<file path="src/rtl/core/sprite_frame_sequencer_unit_defines.svh">
// assertion helpers for the sprite frame sequencer
`ifndef SPRITE_FRAME_SEQUENCER_UNIT_DEFINES_SVH
`define SPRITE_FRAME_SEQUENCER_UNIT_DEFINES_SVH

// same-cycle implication, sampled on clk, off during reset
`define SFS_ASSERT_NOW(name, ante, cons, msg) \
	name: assert property (@(posedge clk) disable iff (!arst_n) (ante) |-> (cons)) \
		else $error(msg);

// next-cycle implication, sampled on clk, off during reset
`define SFS_ASSERT_NEXT(name, ante, cons, msg) \
	name: assert property (@(posedge clk) disable iff (!arst_n) (ante) |=> (cons)) \
		else $error(msg);

`endif

</file>
<file path="src/rtl/core/sfs_pkg.sv">
`timescale 1ns / 1ps
`default_nettype none

package sfs_pkg;

	localparam int unsigned OpW    = 3;
	localparam int unsigned TimeW  = 16;
	localparam int unsigned AccumW = 20;
	localparam int unsigned FrameW = 8;
	localparam int unsigned TileW  = FrameW + 1;
	localparam int unsigned TexUW  = 8;
	localparam int unsigned TexVW  = 9;
	localparam int unsigned CfgIdxW  = 3;
	localparam int unsigned CfgDataW = 16;

	// input operations
	typedef enum logic [OpW-1:0] {
		OP_TICK       = 3'd0,
		OP_START_ONCE = 3'd1,
		OP_START_LOOP = 3'd2,
		OP_START_PING = 3'd3,
		OP_STOP       = 3'd4
	} op_t;

	// configuration register indexes
	typedef enum logic [CfgIdxW-1:0] {
		REG_FRAME_DELAY  = 3'd0,
		REG_TOTAL_FRAMES = 3'd1,
		REG_BASE_FRAME   = 3'd2,
		REG_TILE_WIDTH   = 3'd3,
		REG_TILE_HEIGHT  = 3'd4
	} reg_idx_t;

	// playback mode
	typedef enum logic [3:0] {
		MODE_STATIC = 4'b0001,
		MODE_ONCE   = 4'b0010,
		MODE_LOOP   = 4'b0100,
		MODE_PING   = 4'b1000
	} mode_t;

	localparam logic [AccumW-1:0] AccumMax = '1;
	localparam logic [7:0] TileSizeReset = 8'd16;

endpackage

`default_nettype wire

</file>
<file path="src/rtl/core/sfs_if.sv">
`timescale 1ns / 1ps
`default_nettype none

// command channel
interface sfs_in_if;
	logic                           valid;
	logic                           ready;
	logic [sfs_pkg::OpW-1:0]        op;
	logic [sfs_pkg::TimeW-1:0]      time_delta;

	modport source (output valid, op, time_delta, input ready);
	modport sink (input valid, op, time_delta, output ready);
endinterface

// frame result channel
interface sfs_out_if;
	logic                           valid;
	logic                           ready;
	logic [sfs_pkg::TexUW-1:0]      tex_u;
	logic [sfs_pkg::TexVW-1:0]      tex_v;
	logic [sfs_pkg::FrameW-1:0]     frame_index;
	logic                           animating;

	modport source (output valid, tex_u, tex_v, frame_index, animating, input ready);
	modport sink (input valid, tex_u, tex_v, frame_index, animating, output ready);
endinterface

`default_nettype wire

</file>
<file path="src/rtl/core/sprite_frame_sequencer_unit.sv">
// sprite animation frame sequencer
//
// channels: cmd_in (sink) takes one transaction per command: op is tick,
// start once, start loop, start ping-pong or stop; time_delta is the
// elapsed time of a tick in unsigned Q4.12 seconds. frame_out (source)
// carries one transaction per frame step with the texture u/v of the new
// frame, the frame number and whether the animation is still running.
// commands that do not step the frame give no transaction on frame_out.
// config port: cfg_wen/cfg_idx/cfg_data write one register per cycle; the
// user must write only while the block is idle; the block does not enforce it.
// path: a transaction taken into the input register passes the state/step
// stage and the multiply into the output register, which drives frame_out.
// throughput: one command per cycle, sustained while frame_out takes every
// result; the state update is a single 20-bit add, a compare and a frame
// step, so back-to-back ticks each see the state left by the one before.
// reset: arst_n clears mode to static, frame, accumulator and direction;
// tile sizes come up as 16, the other registers as 0.
// stall: when frame_out is not taken, full stages hold, empty ones fill,
// and cmd_in.ready drops once the pipeline is full; nothing is dropped.
`timescale 1ns / 1ps
`default_nettype none
`include "sprite_frame_sequencer_unit_defines.svh"

module sprite_frame_sequencer_unit (
	input  wire logic                             clk,
	input  wire logic                             arst_n,
	input  wire logic                             cfg_wen,
	input  wire logic [sfs_pkg::CfgIdxW-1:0]      cfg_idx,
	input  wire logic [sfs_pkg::CfgDataW-1:0]     cfg_data,
	sfs_in_if.sink                                cmd_in,
	sfs_out_if.source                             frame_out
);

	// configuration registers
	logic [sfs_pkg::TimeW-1:0]  frame_delay_q;
	logic [sfs_pkg::FrameW-1:0] total_frames_q;
	logic [sfs_pkg::FrameW-1:0] base_frame_q;
	logic [7:0]                 tile_width_q;
	logic [7:0]                 tile_height_q;

	// sequencer state
	sfs_pkg::mode_t             mode_q;
	logic [sfs_pkg::FrameW-1:0] frame_q;
	logic [sfs_pkg::AccumW-1:0] delay_accum_q;
	logic                       going_back_q;

	// stage 1: input register
	logic                       vld_s1;
	logic [sfs_pkg::OpW-1:0]    op_s1;
	logic [sfs_pkg::TimeW-1:0]  dt_s1;

	// stage 2: stepped frame and tile index
	logic                       vld_s2;
	logic [sfs_pkg::TileW-1:0]  tile_s2;
	logic [sfs_pkg::FrameW-1:0] frame_s2;
	logic                       anim_s2;

	// output register
	logic                       out_vld_q;
	logic [sfs_pkg::TexUW-1:0]  tex_u_q;
	logic [sfs_pkg::TexVW-1:0]  tex_v_q;
	logic [sfs_pkg::FrameW-1:0] frame_out_q;
	logic                       anim_out_q;

	// flow control
	logic out_adv;
	logic s2_free;
	logic s1_take;

	assign out_adv = !out_vld_q || frame_out.ready;
	assign s2_free = !vld_s2 || out_adv;
	assign s1_take = vld_s1 && s2_free;
	assign cmd_in.ready = !vld_s1 || s2_free;

	// configuration writes
	always_ff @(posedge clk or negedge arst_n) begin
		if (!arst_n) begin
			frame_delay_q  <= '0;
			total_frames_q <= '0;
			base_frame_q   <= '0;
			tile_width_q   <= sfs_pkg::TileSizeReset;
			tile_height_q  <= sfs_pkg::TileSizeReset;
		end else if (cfg_wen) begin
			case (cfg_idx)
				sfs_pkg::REG_FRAME_DELAY:  frame_delay_q  <= cfg_data;
				sfs_pkg::REG_TOTAL_FRAMES: total_frames_q <= cfg_data[sfs_pkg::FrameW-1:0];
				sfs_pkg::REG_BASE_FRAME:   base_frame_q   <= cfg_data[sfs_pkg::FrameW-1:0];
				sfs_pkg::REG_TILE_WIDTH:   tile_width_q   <= cfg_data[7:0];
				sfs_pkg::REG_TILE_HEIGHT:  tile_height_q  <= cfg_data[7:0];
				default: ;
			endcase
		end
	end

	// input register
	always_ff @(posedge clk or negedge arst_n) begin
		if (!arst_n) begin
			vld_s1 <= 1'b0;
		end else if (cmd_in.ready) begin
			vld_s1 <= cmd_in.valid;
		end
	end

	always_ff @(posedge clk) begin
		if (cmd_in.ready) begin
			op_s1 <= cmd_in.op;
			dt_s1 <= cmd_in.time_delta;
		end
	end

	// next-state logic for the command in stage 1
	logic [sfs_pkg::AccumW:0]   accum_sum;
	logic [sfs_pkg::AccumW-1:0] accum_sat;
	logic                       step;
	sfs_pkg::mode_t             mode_d;
	logic [sfs_pkg::FrameW-1:0] frame_d;
	logic [sfs_pkg::AccumW-1:0] accum_d;
	logic                       back_d;
	logic [sfs_pkg::FrameW-1:0] pp_frame;
	logic [sfs_pkg::FrameW-1:0] last_m1;

	always_comb begin
		accum_sum = {1'b0, delay_accum_q} + {{(sfs_pkg::AccumW + 1 - sfs_pkg::TimeW){1'b0}}, dt_s1};
		accum_sat = accum_sum[sfs_pkg::AccumW] ? sfs_pkg::AccumMax
			: accum_sum[sfs_pkg::AccumW-1:0];
		pp_frame  = going_back_q ? (frame_q - 8'd1) : (frame_q + 8'd1);
		last_m1   = total_frames_q - 8'd1;

		mode_d  = mode_q;
		frame_d = frame_q;
		accum_d = delay_accum_q;
		back_d  = going_back_q;
		step    = 1'b0;

		case (op_s1)
			sfs_pkg::OP_START_ONCE: mode_d = sfs_pkg::MODE_ONCE;
			sfs_pkg::OP_START_LOOP: mode_d = sfs_pkg::MODE_LOOP;
			sfs_pkg::OP_START_PING: mode_d = sfs_pkg::MODE_PING;
			sfs_pkg::OP_STOP:       mode_d = sfs_pkg::MODE_STATIC;
			sfs_pkg::OP_TICK: begin
				if (mode_q != sfs_pkg::MODE_STATIC) begin
					if (accum_sat <= {{(sfs_pkg::AccumW - sfs_pkg::TimeW){1'b0}}, frame_delay_q}) begin
						accum_d = accum_sat;
					end else begin
						step    = 1'b1;
						accum_d = '0;
						if (mode_q == sfs_pkg::MODE_PING) begin
							frame_d = pp_frame;
							if (pp_frame == '0 || pp_frame == last_m1) begin
								back_d = !going_back_q;
							end
						end else if (frame_q < total_frames_q) begin
							frame_d = frame_q + 8'd1;
						end else begin
							frame_d = '0;
							if (mode_q == sfs_pkg::MODE_ONCE) begin
								mode_d = sfs_pkg::MODE_STATIC;
							end
						end
					end
				end
			end
			default: ;
		endcase
	end

	always_ff @(posedge clk or negedge arst_n) begin
		if (!arst_n) begin
			mode_q        <= sfs_pkg::MODE_STATIC;
			frame_q       <= '0;
			delay_accum_q <= '0;
			going_back_q  <= 1'b0;
		end else if (s1_take) begin
			mode_q        <= mode_d;
			frame_q       <= frame_d;
			delay_accum_q <= accum_d;
			going_back_q  <= back_d;
		end
	end

	// stage 2: tile index of the new frame
	always_ff @(posedge clk or negedge arst_n) begin
		if (!arst_n) begin
			vld_s2 <= 1'b0;
		end else if (s2_free) begin
			vld_s2 <= s1_take && step;
		end
	end

	always_ff @(posedge clk) begin
		if (s2_free) begin
			tile_s2  <= {1'b0, frame_d} + {1'b0, base_frame_q};
			frame_s2 <= frame_d;
			anim_s2  <= (mode_d != sfs_pkg::MODE_STATIC);
		end
	end

	// texture coordinates, one small multiply each
	logic [sfs_pkg::TileW+7:0] u_prod;
	logic [sfs_pkg::TileW+7:0] v_prod;

	assign u_prod = tile_s2 * {{(sfs_pkg::TileW){1'b0}}, tile_width_q};
	assign v_prod = tile_s2 * {{(sfs_pkg::TileW){1'b0}}, tile_height_q};

	always_ff @(posedge clk or negedge arst_n) begin
		if (!arst_n) begin
			out_vld_q <= 1'b0;
		end else if (out_adv) begin
			out_vld_q <= vld_s2;
		end
	end

	always_ff @(posedge clk) begin
		if (out_adv) begin
			tex_u_q     <= u_prod[sfs_pkg::TexUW-1:0];
			tex_v_q     <= v_prod[8 +: sfs_pkg::TexVW];
			frame_out_q <= frame_s2;
			anim_out_q  <= anim_s2;
		end
	end

	assign frame_out.valid       = out_vld_q;
	assign frame_out.tex_u       = tex_u_q;
	assign frame_out.tex_v       = tex_v_q;
	assign frame_out.frame_index = frame_out_q;
	assign frame_out.animating   = anim_out_q;

	// checks
	`SFS_ASSERT_NEXT(a_static_keeps_accum, s1_take && mode_q == sfs_pkg::MODE_STATIC, $stable(delay_accum_q), "accumulator moved in static mode")
	`SFS_ASSERT_NEXT(a_step_clears_accum, s1_take && step, delay_accum_q == '0, "accumulator not cleared on frame step")
	`SFS_ASSERT_NEXT(a_step_frame_match, s1_take && step, vld_s2 && frame_s2 == frame_q, "stage 2 frame differs from state")
	`SFS_ASSERT_NEXT(a_s2_holds_on_stall, vld_s2 && !out_adv, vld_s2 && $stable(tile_s2), "stage 2 lost under stall")
	`SFS_ASSERT_NOW(a_no_take_when_full, vld_s1 && !s2_free, !cmd_in.ready, "input taken while stage 1 blocked")

endmodule

`default_nettype wire

</file>
<file path="src/flat_wrapper.sv">
// flat-port wrapper written by rule: the top's interface ports become plain ports
module sprite_frame_sequencer_unit_flat 
  (clk, arst_n, cfg_wen, cfg_idx, cfg_data, cmd_in_valid, cmd_in_op, cmd_in_time_delta, cmd_in_ready, frame_out_valid, frame_out_tex_u, frame_out_tex_v, frame_out_frame_index, frame_out_animating, frame_out_ready);
  sfs_in_if cmd_in_i ();
  sfs_out_if frame_out_i ();
  input  wire logic clk;
  input  wire logic arst_n;
  input  wire logic cfg_wen;
  input  wire logic [sfs_pkg::CfgIdxW-1:0] cfg_idx;
  input  wire logic [sfs_pkg::CfgDataW-1:0] cfg_data;
  input wire logic [$bits(cmd_in_i.valid)-1:0] cmd_in_valid;
  input wire logic [$bits(cmd_in_i.op)-1:0] cmd_in_op;
  input wire logic [$bits(cmd_in_i.time_delta)-1:0] cmd_in_time_delta;
  output wire logic [$bits(cmd_in_i.ready)-1:0] cmd_in_ready;
  output wire logic [$bits(frame_out_i.valid)-1:0] frame_out_valid;
  output wire logic [$bits(frame_out_i.tex_u)-1:0] frame_out_tex_u;
  output wire logic [$bits(frame_out_i.tex_v)-1:0] frame_out_tex_v;
  output wire logic [$bits(frame_out_i.frame_index)-1:0] frame_out_frame_index;
  output wire logic [$bits(frame_out_i.animating)-1:0] frame_out_animating;
  input wire logic [$bits(frame_out_i.ready)-1:0] frame_out_ready;
  assign cmd_in_i.valid = cmd_in_valid;
  assign cmd_in_i.op = cmd_in_op;
  assign cmd_in_i.time_delta = cmd_in_time_delta;
  assign cmd_in_ready = cmd_in_i.ready;
  assign frame_out_valid = frame_out_i.valid;
  assign frame_out_tex_u = frame_out_i.tex_u;
  assign frame_out_tex_v = frame_out_i.tex_v;
  assign frame_out_frame_index = frame_out_i.frame_index;
  assign frame_out_animating = frame_out_i.animating;
  assign frame_out_i.ready = frame_out_ready;
  sprite_frame_sequencer_unit u_core (.clk(clk), .arst_n(arst_n), .cfg_wen(cfg_wen), .cfg_idx(cfg_idx), .cfg_data(cfg_data), .cmd_in(cmd_in_i), .frame_out(frame_out_i));
endmodule
</file>
<file path="config.mk">
export PLATFORM = sky130hd
export DESIGN_NAME = sprite_frame_sequencer_unit_flat
export DESIGN_NICKNAME = d
export VERILOG_FILES = /design/src/rtl/core/sfs_pkg.sv /design/src/rtl/core/sfs_if.sv /design/src/rtl/core/sprite_frame_sequencer_unit.sv /design/src/flat_wrapper.sv
export VERILOG_INCLUDE_DIRS = /design/src /design/src/rtl/core
export SDC_FILE = /design/constraint.sdc
export NUM_CORES = 1
export LEC_CHECK = 0
export BUFFER_PORTS_ARGS = -buffer_cell sky130_fd_sc_hd__buf_2
export CORE_MARGIN = 3
export CORE_UTILIZATION = 65
export DETAILED_ROUTE_END_ITERATION = 10
export GPL_TIMING_DRIVEN = 0
export HOLD_SLACK_MARGIN = 0.15
export PLACE_DENSITY_LB_ADDON = 0.08
export REMOVE_ABC_BUFFERS = 1
export SLEW_MARGIN = 20
export SYNTH_ARGS = -nofsm -noshare
export SYNTH_HDL_FRONTEND = slang
export SYNTH_SLANG_ARGS = --single-unit
</file>
<file path="constraint.sdc">
create_clock -name clk -period 11.3 [get_ports clk]
set_clock_uncertainty 0.05 [all_clocks]
set_input_delay 1.695 -clock clk [delete_from_list [all_inputs] [get_ports clk]]
set_output_delay 1.695 -clock clk [all_outputs]
set_load 0.05 [all_outputs]
</file>
==> flow_summary.toml <==
[critical_path]
worst_setup_path_end_kind = "flip-flop"
critical_path.startpoint_type = "flip-flop"
cpMaxStageDelayCell = "sky130_fd_sc_hd__o2111a_1"
worst-endpoint-arrival_ps = 7910
worst-r2r-cell-count = 28
cpPeakStageDelay_ps = 660
required_ps = 11430
worst-setup-path-type = "flip-flop to flip-flop"
path_max_fanout = 19

[logic_synthesis]
synth-edff-count = 63
sequential_fraction_of_the_synthesis_area_pct = 37.63
ys_seq_elements = 147
syn-instance-count = 1027
async_flop_share_pct = 57.14
synth_top_cells_by_count = "sky130_fd_sc_hd__inv_1, sky130_fd_sc_hd__ha_1, sky130_fd_sc_hd__nand2_1"
syn-cell-area_um2 = 10620
synth_most_common_cell = "sky130_fd_sc_hd__inv_1"
ys_top_cells_by_area = "sky130_fd_sc_hd__dfrtp_1, sky130_fd_sc_hd__edfxtp_1, sky130_fd_sc_hd__ha_1"
yosysWarningCount = 0
yosys_most_used_dff = "sky130_fd_sc_hd__dfrtp_1"
synth.top_cell.area_share_pct = 19.08
synth_largest_area_cell = "sky130_fd_sc_hd__dfrtp_1"
synth_area_per_cell_um2 = 10.34
synth_cell_types = 70

[grt]
vias_in_the_first_global_route = 7585
maximum_number_of_pins_on_one_net_before_global_route_repair = 51
all_layer_gr_usage_pct = 24.83
antenna_found_initial = 0
grt_first_pass_wirelength_mm = 35.82
global_route_congestion_overflow_total = 0

[floorplan]
initial_core_util_pct = 66.64
dieArea_um2 = 17910
total_number_of_placement_rows = 46
die_width_um = 133.8
num_io_pins = 71
die_h_um = 133.8
design.core.area_um2 = 15940

[cts]
htreeDepth = 4
clkTransAtPathRegs_ps = 60
max-clock-path-buffers = 2
worstSkewPairLatency_ps = 430
postCtsSetupBuffers = 0
clock_buffer_count_from_cts = 17
cts_hold_buf = 0
cts.sinks = 147
cts-root-buf = "sky130_fd_sc_hd__clkbuf_16"
cts_tree = "yes"
post_cts_resize_count = 0

[detailed_routing]
drt-wirelength-per-cell_um = 16.02
detail_route.drc_violations = 0
routed_wirelength_mm = 21.05
detailed_routing_iteration_count_for_the_pre_antenna_repair_pass = 5
ant_nets = 0
dr_total_vias = 7528
detail_route.vias_per_cell = 5.729
detail_route.iter0.violations = 487

[timing]
fmaxAchievable_ghz = 0.1285
final_clock_period_utilization_by_the_worst_path_pct = 68.86
timing.hold.ws_ps = 366.6
hold_violations = 0
timing.final.crit_period_ps = 7781
rsz0062_at_grt = "no"
worst_slew_margin_rel_pct = 24.75
finalSetupViolations = 0
final_total_negative_setup_slack_ps = 0
worst_slew_pin_tran_ps = 1120
timing.final.max_slew_violations = 0

[final_layout]
nNetsFinal = 1284
area_growth_pct = 10.52
final_layout_size_suffix_gt1_share_pct = 14.48
antenna-diode-count = 0
final_core_utilization_pct = 73.65

[placed_design]
gp_congestion = 0.8848
portBuffers = 70
hpwl_mm = 15.69

[pwr]
vdd.ir_drop.worst_mv = 0.3708
power.leakage_nw = 5.531
power.density_nw_per_um2 = 316.0

[hold_path]
hold-path-cell-count = 0
hold_path_class = "flip-flop to flip-flop"

[flow_run]
max_cap_viol_count = 0

[run_status]
outcome = "completed"
==> report_power, final <==
part / switching [mW] / leakage [nW] / internal, mW
clock: 0.227 / 0.287 / 0.331
combinational: 1.24 / 3.51 / 0.987
sequential: 0.140 / 1.74 / 0.785
total: 1.61 / 5.53 / 2.10
==> worst paths after layout <==
path                                      startpoint                              endpoint  slack (ps)
max in group asynchronous                     arst_n    u_core.tile_width_q[4]$_DFFE_PN1P_        9340
max reg2reg                u_core.dt_s1[0]$_DFFE_PP_           u_core.tile_s2[8]$_DFFE_PN_        3520
max                        u_core.dt_s1[0]$_DFFE_PP_           u_core.tile_s2[8]$_DFFE_PN_        3520
min reg2reg                 u_core.anim_s2$_DFFE_PN_  u_core.frame_out.animating$_DFFE_PP_         370
min in group asynchronous                     arst_n         u_core.frame_q[5]$_DFFE_PN0P_        1180
min                         u_core.anim_s2$_DFFE_PN_  u_core.frame_out.animating$_DFFE_PP_         370
==> worst max-delay path, delay by kind of cell (launching register included) <==
| kind | cells | cell delay (ps) |
|---|---|---|
| AOI/OAI and AO/OA | 15 | 3680 |
| adders and majority gates | 5 | 1620 |
| and+or+nand+nor | 7 | 1410 |
| DFF | 1 | 390 |
| muxes | 1 | 360 |
==> placed cells by master (no fill, tap or decap), drive strengths merged, types with 4 or more instances in the layout <==
cell type	instances
inv	110
nand2	101
ha	101
dfrtp	81
buf	76
and2	68
o21ai	64
edfxtp	63
fa	55
xnor2	48
nor2	34
mux2	32
a21oi	31
clkbuf	22
nor3	20
a21o	18
nand3	15
a22o	14
xor2	14
or2	13
nand2b	10
o31ai	9
clkinv	7
nor2b	6
o21bai	6
o211ai	5
nand4	5
nor3b	5
o21a	4
or3	4
==> metal layers <==
metal	share of wire, %	track usage, %	up-vias
met2	49	41.75	196
met4	2.1	8.914	0
met5	0	0	-
li1	-	-	3630
met3	4.4	4.539	38
met1	44	32.58	3664
==> sequential cells by signal, indices dropped and copies added, names as in the netlist, 4 cells and up <==
signal / count
u_core.tile_height_q: 8
u_core.frame_delay_q: 16
u_core.frame_out.frame_index: 8
u_core.frame_s2: 8
u_core.frame_out.tex_u: 8
u_core.tile_width_q: 8
u_core.frame_out.tex_v: 9
u_core.frame_q: 8
u_core.base_frame_q: 8
u_core.delay_accum_q: 20
u_core.dt_s1: 16
u_core.mode_q: 4
u_core.total_frames_q: 8
u_core.tile_s2: 9
==> cells by family after synthesis <==
family	count (synthesis)	synth area share, %
AO/OA/AOI/OAI	185	11.42
XOR/XNOR	62	5.182
flip-flops	147	37.63
AND/OR/NAND/NOR	298	14.37
buffers and inverters	145	5.453
multiplexers	34	3.686
adder cells (fa/ha/maj)	156	22.26
==> final cells by class <==
cell class                 count  area, um2
clock inverter                10      97.59
fill                        1190       4202
tap                          216      270.3
sequential                   147       3998
multi-input combinational    735       6061
clock buffer                  22      486.7
inverter                     108      405.4
timing repair buffer          76      422.9
==> stage by stage <==
stage	cell area, um2	worst slack [ps]	total power, mW	instances
final	11740	3519	3.710	1314
after global routing	11740	3012	4.133	1314
after CTS	11720	3502	3.747	1312
after detailed placement	11130	3532	3.165	1280
after global placement	11070	3620	3.090	1276
after floorplan	10450	4781	2.708	990
Power figures use the tool's default switching activity.
